### src/acws_pkg.sv
// types and character constants for the comment and whitespace stripper
`default_nettype none

package acws_pkg;

    localparam logic [7:0] CH_SLASH = 8'h2F;
    localparam logic [7:0] CH_STAR  = 8'h2A;
    localparam logic [7:0] CH_CR    = 8'h0D;
    localparam logic [7:0] CH_LF    = 8'h0A;
    localparam logic [7:0] CH_SPACE = 8'h20;
    localparam logic [7:0] CH_TAB   = 8'h09;

    typedef enum logic [1:0] {
        MODE_CODE  = 2'd0,
        MODE_LINE  = 2'd1,
        MODE_BLOCK = 2'd2
    } scan_mode_t;

    typedef struct packed {
        scan_mode_t mode;
        logic       slash_pending;
        logic       star_before;
        logic       emitted_any;
        logic       last_was_newline;
    } scan_state_t;

    localparam scan_state_t SCAN_STATE_RESET = '{
        mode:             MODE_CODE,
        slash_pending:    1'b0,
        star_before:      1'b0,
        emitted_any:      1'b0,
        last_was_newline: 1'b0
    };

endpackage

`default_nettype wire

### src/asm_comment_whitespace_stripper_top.sv
// Assembly source stripper: drops blanks and C-style comments from a byte stream.
// Input channel s_axis: one raw source byte per transfer in tdata, tlast marks
// the last byte of a file; the byte is processed and the scanner then returns
// to its reset state.
// Output channel m_axis: zero or one byte per input byte, either a kept code
// byte or a line feed; repeated and leading line feeds are suppressed.
// Throughput: one byte per cycle while no result waits on a stalled output. An
// input byte is held in an input register, the scanner update is a small block
// of logic, and the result goes to an output register that drives m_axis.
// The scan state advances when the byte leaves the input register, so bytes
// follow each other with no bubbles.
// Stall: while m_axis_tready is low with a result waiting, a byte that yields
// nothing still passes; a byte that yields a result waits in the input register
// and s_axis_tready drops until the output register frees.
// Reset: rst_n clears both registers' valid flags and the scan state (code
// mode, nothing emitted); no clearing pass is needed.
`default_nettype none

module asm_comment_whitespace_stripper_top
(
    input  wire logic       clk,
    input  wire logic       rst_n,
    input  wire logic       s_axis_tvalid,
    output logic            s_axis_tready,
    input  wire logic [7:0] s_axis_tdata,   // [7:0] in_byte
    input  wire logic       s_axis_tlast,   // end_of_stream
    output logic            m_axis_tvalid,
    input  wire logic       m_axis_tready,
    output logic [7:0]      m_axis_tdata    // [7:0] out_byte
);

    logic                  in_valid_reg;
    logic [7:0]            in_byte_reg;
    logic                  in_last_reg;
    acws_pkg::scan_state_t state_reg;
    acws_pkg::scan_state_t state_next;
    logic                  out_valid_reg;
    logic [7:0]            out_byte_reg;

    logic       step_emit;
    logic [7:0] step_byte;
    logic       out_free;
    logic       step_fire;
    logic       in_fire;

    acws_step u_step
    (
        .cur           (state_reg),
        .in_byte       (in_byte_reg),
        .end_of_stream (in_last_reg),
        .nxt           (state_next),
        .emit          (step_emit),
        .emit_byte     (step_byte)
    );

    assign out_free      = !out_valid_reg || m_axis_tready;
    assign step_fire     = in_valid_reg && (!step_emit || out_free);
    assign s_axis_tready = !in_valid_reg || step_fire;
    assign in_fire       = s_axis_tvalid && s_axis_tready;

    always_ff @(posedge clk or negedge rst_n)
    begin
        if (!rst_n)
        begin
            in_valid_reg  <= 1'b0;
            state_reg     <= acws_pkg::SCAN_STATE_RESET;
            out_valid_reg <= 1'b0;
        end
        else
        begin
            if (in_fire)
            begin
                in_valid_reg <= 1'b1;
            end
            else if (step_fire)
            begin
                in_valid_reg <= 1'b0;
            end

            if (step_fire)
            begin
                state_reg <= state_next;
            end

            if (step_fire && step_emit)
            begin
                out_valid_reg <= 1'b1;
            end
            else if (m_axis_tready)
            begin
                out_valid_reg <= 1'b0;
            end
        end
    end

    always_ff @(posedge clk)
    begin
        if (in_fire)
        begin
            in_byte_reg <= s_axis_tdata;
            in_last_reg <= s_axis_tlast;
        end
        if (step_fire && step_emit)
        begin
            out_byte_reg <= step_byte;
        end
    end

    assign m_axis_tvalid = out_valid_reg;
    assign m_axis_tdata  = out_byte_reg;

endmodule

`default_nettype wire

### src/acws_step.sv
// per-byte scanner update: next scan state and the byte to emit, if any
`default_nettype none

module acws_step
(
    input  wire acws_pkg::scan_state_t cur,
    input  wire logic [7:0]            in_byte,
    input  wire logic                  end_of_stream,
    output acws_pkg::scan_state_t      nxt,
    output logic                       emit,
    output logic [7:0]                 emit_byte
);

    logic nl_ok;
    logic emit_raw;
    logic emit_lf;
    acws_pkg::scan_state_t upd;

    assign nl_ok = cur.emitted_any && !cur.last_was_newline;

    always_comb
    begin
        upd      = cur;
        emit_raw = 1'b0;
        emit_lf  = 1'b0;
        case (cur.mode)
            acws_pkg::MODE_LINE:
            begin
                if (in_byte == acws_pkg::CH_LF)
                begin
                    upd.mode = acws_pkg::MODE_CODE;
                    emit_lf  = nl_ok;
                end
            end
            acws_pkg::MODE_BLOCK:
            begin
                if (cur.star_before && in_byte == acws_pkg::CH_SLASH)
                begin
                    upd.mode        = acws_pkg::MODE_CODE;
                    upd.star_before = 1'b0;
                    emit_lf         = nl_ok;
                end
                else
                begin
                    upd.star_before = (in_byte == acws_pkg::CH_STAR);
                end
            end
            default:
            begin
                upd.slash_pending = 1'b0;
                if (cur.slash_pending && in_byte == acws_pkg::CH_SLASH)
                begin
                    upd.mode = acws_pkg::MODE_LINE;
                end
                else if (cur.slash_pending && in_byte == acws_pkg::CH_STAR)
                begin
                    // opening star never counts toward the closing pair
                    upd.mode        = acws_pkg::MODE_BLOCK;
                    upd.star_before = 1'b0;
                end
                else
                begin
                    case (in_byte) inside
                        acws_pkg::CH_SPACE, acws_pkg::CH_TAB:
                        begin
                            emit_raw = 1'b0;
                        end
                        acws_pkg::CH_CR, acws_pkg::CH_LF:
                        begin
                            emit_lf = nl_ok;
                        end
                        acws_pkg::CH_SLASH:
                        begin
                            upd.slash_pending = 1'b1;
                        end
                        default:
                        begin
                            emit_raw = 1'b1;
                        end
                    endcase
                end
            end
        endcase

        emit      = emit_raw || emit_lf;
        emit_byte = emit_lf ? acws_pkg::CH_LF : in_byte;
        if (emit)
        begin
            upd.emitted_any      = 1'b1;
            upd.last_was_newline = (emit_byte == acws_pkg::CH_LF);
        end

        nxt = end_of_stream ? acws_pkg::SCAN_STATE_RESET : upd;
    end

endmodule

`default_nettype wire

### config.mk
export PLATFORM = sky130hd
export DESIGN_NAME = asm_comment_whitespace_stripper_top
export DESIGN_NICKNAME = d
export VERILOG_FILES = /design/src/acws_pkg.sv /design/src/asm_comment_whitespace_stripper_top.sv /design/src/acws_step.sv
export SDC_FILE = /design/constraint.sdc
export NUM_CORES = 1
export LEC_CHECK = 0
export BUFFER_PORTS_ARGS = -buffer_cell sky130_fd_sc_hd__buf_2
export CAP_MARGIN = 20
export CORE_MARGIN = 2
export CORE_UTILIZATION = 48
export DETAILED_ROUTE_END_ITERATION = 12
export PLACE_DENSITY_LB_ADDON = 0.08
export REMOVE_ABC_BUFFERS = 1
export SYNTH_ARGS = -nofsm -noshare
export SYNTH_HDL_FRONTEND = slang
export SYNTH_SLANG_ARGS = --single-unit
export TNS_END_PERCENT = 20
### constraint.sdc
create_clock -name clk -period 2.9 [get_ports clk]
set_input_delay 0.58 -clock clk [delete_from_list [all_inputs] [get_ports clk]]
set_output_delay 0.58 -clock clk [all_outputs]
set_load 0.02 [all_outputs]
Word-level counts from Yosys, hierarchy flattened
Cells that the tools add are included.

word-level totals
  flip-flop bits (word level) = 25
  bits of input ports = 13
  logic and storage cells = 85

operators by class
  multiplexer cells = 34
  reductions and logical operators = 27
  equal/unequal tests = 14

operator list
  kind                  number
  $eq A8 B4 Y1 const B  4
  $eq A8 B6 Y1 const B  3
  $mux W1               23
  $mux W2               6
  $mux W8               1
  $reduce_and A4 Y1     2
  $logic_and A1 B1 Y1   7
  $mux W6               1
  $ne A3 B2 Y1 const B  2
  $reduce_bool A2 Y1    3
  $reduce_or A2 Y1      3
  $reduce_bool A5 Y1    1
  $logic_not A1 Y1      4
  $logic_or A1 B1 Y1    4
  $pmux W1 S2           2
  $pmux W2 S2           1
  $reduce_and A2 Y1     2
  $ne A3 B3 Y1 const B  1
  $reduce_bool A3 Y1    1
  $eq A2 B1 Y1 const B  1
  $eq A2 B2 Y1 const B  1
  $ne A2 B1 Y1 const B  1
  $ne A2 B2 Y1 const B  1

Logic depth before layout (Yosys ltp)
  depth after elaboration = 14
  depth in mapped cells = 7

Cells and area by module
From an unflattened synthesis, not the netlist that was laid out.

second synthesis, totals
  cell total of the unflattened synthesis = 122
  area, all modules = 1,380.1 µm²

modules (own cells, without submodules)
  module                               cells an instance  instances  area each (µm²)
  asm_comment_whitespace_stripper_top  62                 1          982.2
  acws_step                            60                 1          397.9

Least setup slack after synthesis
Ideal clock, no wire load.

  kind = flip-flop to output port
  start = register in_byte_reg[4]
  end = output port s_axis_tready
  buffers on the path = 0
  cell stages (with the launch flop) = 7
  setup slack = 0.454 ns
  data arrival time = 1.866 ns
  cell sequence = edfxtp_1 nor3_4 nand3b_1 or4_4 o211ai_2 nand2_1 or2_1

between the ends
  longest elaborated chain between the ends = 12

RTL lines
  what                                         line                                        RTL
  from (decl)                                  asm_comment_whitespace_stripper_top.sv:33   logic [7:0] in_byte_reg;
  from (signal assigned)                       asm_comment_whitespace_stripper_top.sv:100  in_byte_reg <= s_axis_tdata;
  $eq A8 B4 Y1 (tied with other cells)         acws_step.sv:29                             if (in_byte == acws_pkg::CH_LF)
  $reduce_or A2 Y1 or $mux W1 (tied branches)  acws_step.sv:63                             case (in_byte) inside
  $mux W1 (2 in a row)                         acws_step.sv:63
  $mux W1                                      acws_step.sv:55                             else if (cur.slash_pending && in_byte == acws_pkg::CH_STAR)
  $mux W1                                      acws_step.sv:51                             if (cur.slash_pending && in_byte == acws_pkg::CH_SLASH)
  $pmux W1 S2 or $mux W1 (tied branches)       acws_step.sv:26                             case (cur.mode)
  $logic_or A1 B1 Y1 *                         acws_step.sv:85                             emit = emit_raw || emit_lf;
  $logic_not A1 Y1 *                           asm_comment_whitespace_stripper_top.sv:57   assign step_fire = in_valid_reg && (!step_emit || out_free);
  $logic_or A1 B1 Y1 *                         asm_comment_whitespace_stripper_top.sv:57
  $logic_and A1 B1 Y1 *                        asm_comment_whitespace_stripper_top.sv:57
  $logic_or A1 B1 Y1 *                         asm_comment_whitespace_stripper_top.sv:58   assign s_axis_tready = !in_valid_reg || step_fire;
  to (decl)                                    asm_comment_whitespace_stripper_top.sv:24   output logic s_axis_tready,

Mark *: on every way between the ends. The rest lies on a longest branch, timed or not.

Worst setup path after layout
  start = register in_byte_reg[6]
  end = output port s_axis_tready

Same word-level chain as after synthesis.

==> results.toml <==
[run_status]
outcome = "completed"

[synthesis]
synth_compound_area_share_pct = 16.09
synth_edf_count = 17
synth_simple_gate_area_share_pct = 21.00
ys_seq_elements = 25
async_reset_ff_share_pct = 32.00
syn-cell-area_um2 = 1299
seq_area_frac_synth_pct = 54.72
synth_cell_types = 50
avgSynthCellArea_um2 = 12.14
syn_inst = 107
yosys_most_used_dff = "edfxtp_1"
yosysWarnings = 0
synth_top_family_by_area = "simple AND/OR/NAND/NOR gates"
synth_adder_area_share_pct = 1.927
synth_mux_area_share_pct = 2.312
synth_xor_area_share_pct = 0

[cts]
cts_hold_buf = 0
cts_tree = "built"
clock_latency_ns = 0.33
cts_root_buf = "clkbuf_4"
numCtsBuffers = 3
numClockSinks = 25
clkTransAtPathRegs_ns = 0.14
clock_path_buffers = 2
h-tree-depth = 1

[grt]
grtUsageMet3_pct = 5.116
met2_usage_pct = 31.43
grt_pass1_vias = 989
overflow = 0
grtUsageTotal_pct = 19.00
grt_pass1_wl_mm = 4.712
antenna_found_initial = 0
grt_max_degree = 17
grt_busiest_layer = "met2"
gr-usage-met1_pct = 24.29

[drt]
first_iter_violations = 21
first_pass_iters = 4
vias_per_cell = 5.953
wl_per_cell_um = 15.98
ant_nets = 0
num_vias = 1006
drc = 0
drt_wl_total_mm = 2.701

[critical_path]
regToRegSetupSlack_ns = 0.63
arrival_ns = 2.31
slowest_delay_ns = 0.56
worstPathRequired_ns = 2.32
r2r-start = "in_byte_reg[6]"
crit_family = "simple AND/OR/NAND/NOR gates"
rr_worst_depth = 5
crit_slowest_cell = "or4_4"
worst-setup-path-type = "reg -> out"
worstReg2RegEnd = "m_axis_tdata[3]"
critPathLaunchType = "flip-flop"
crit_chain = "nor3_4 -> nand3b_1 -> or4_4 -> o211ai_4 -> nand2_2 -> or2_1 -> buf_2"
crit_buf_inv = 1
path_max_fanout = 5
worstSetupEndpointType = "primary output"

[die]
coreArea_um2 = 2522
die_area_um2 = 3138
start_util_pct = 51.49
die_w_um = 56.02
ios = 23
dieHeight_um = 56.02
rows = 18

[timing]
fin_crit_ns = 2.892
holdWs_ns = 0.05772
relSlewSlack_pct = 70.06
min_period_over_period_pct = 99.72
grt_setup_unrepaired = "yes"
hold_viol_final = 0
clock.fmax_ghz = 0.3458
setup-tns-final_ns = 0
finalSetupViolCount = 0
finalClockSkew_ns = 0.007000
worst_slew_pin_slew_ns = 0.4491
slew_violations = 0

[placement]
place_hpwl_mm = 1.953
port_buffers = 22
gp_congestion = 0.7907

[finish]
nets = 155
drive_gt1_share_pct = 40.29
antenna_cells = 0
final.fill_count = 220
mostFrequentLayoutCells = "buf_2, edfxtp_1, buf_4"
syn2layout_area_growth_pct = 20.33
final_util_pct = 61.95
final_common_cell = "buf_2"

[pwr]
p_leak_nw = 0.6369
ir_drop_uv = 558.1
power-per-cell-area_nw_per_um2 = 657.6
total_power_mw = 1.028

[flow_run]
maxCapViolCount = 0

[min_path]
hp-class = "in -> async"
-- report_power, final --
group / internal, mW / switching (mW)
clock network: 0.0562 / 0.109
registers: 0.459 / 0.0504
logic: 0.152 / 0.201
total: 0.667 / 0.361
-- final cells by class --
| type | instances | area (um2) | area share (%) |
|---|---|---|---|
| Sequential cell | 25 | 710.7 | 45.48 |
| Multi-Input combinational cell | 71 | 564.3 | 36.11 |
| Timing Repair Buffer | 34 | 200.2 | 12.81 |
| Tap cell | 30 | 37.54 | 2.402 |
| Clock buffer | 3 | 22.52 | 1.441 |
| Inverter | 5 | 18.77 | 1.201 |
| Clock inverter | 1 | 8.758 | 0.5604 |
-- cells by family after synthesis --
family | count (synthesis)
AOI/OAI and AO/OA | 25
DFF | 25
and+or+nand+nor | 41
adders and majority gates | 2
muxes | 3
buffers and inverters | 11
-- worst max path at each step --
stage	from	slack (ns)	to	cells past startpoint
after global routing	in_byte_reg[6]	-0.09	s_axis_tready	7
after floorplan	in_byte_reg[4]	0.45	s_axis_tready	6
after global placement	in_byte_reg[4]	0.30	s_axis_tready	7
final	in_byte_reg[6]	0.008	s_axis_tready	7
after detailed placement	in_byte_reg[4]	0.22	s_axis_tready	7
after CTS	in_byte_reg[1]	0.002	s_axis_tready	7
-- cell usage after synthesis, types with 2 or more instances --
master,instances,area [um2]
o21ai_0,5,25.02
and3_1,4,25.02
nor3_1,3,15.01
inv_1,5,18.77
ha_1,2,25.02
nand2_1,7,26.28
nand4_1,3,18.77
edfxtp_1,17,510.5
and2_1,2,12.51
o31ai_1,2,15.01
o21a_1,2,15.01
nor2_1,2,7.510
clkbuf_1,3,11.26
mux2i_1,3,30.03
nand3_1,3,15.01
nor3_2,2,20.02
dfrtp_1,8,200.2
buf_2,2,10.01
-- metrics by stage --
stage	setup slack (ns)	instances	cell area [um2]
final	0.008016	169	1563
after floorplan	0.4535	101	1266
after global routing	-0.09085	169	1563
after detailed placement	0.2241	153	1414
after CTS	0.002305	165	1529
after global placement	0.3001	153	1414
-- repair_timing --
item / 4_1_cts / 5_1_grt
resized for setup: 3 / 2
endpoints found under the hold margin: 0 / 0
setup buffers: 8 / 4
endpoints found under the setup margin: 1 / 1
pin swaps: 2 / 1
-- layer usage --
layer / up-vias / routed length (um)
li1: 480 / -
met1: 494 / 1103
met2: 30 / 1420
met3: 2 / 161
met4: 0 / 15
met5: - / 0
-- worst register-to-register path, stage by stage (launching register included) --
cell and delay, ns:
edfxtp_1 0.46, nor3_4 0.22, nand3b_1 0.13, or4_4 0.56, o211ai_4 0.13, and3_1 0.43
Power figures use the tool's default switching activity.
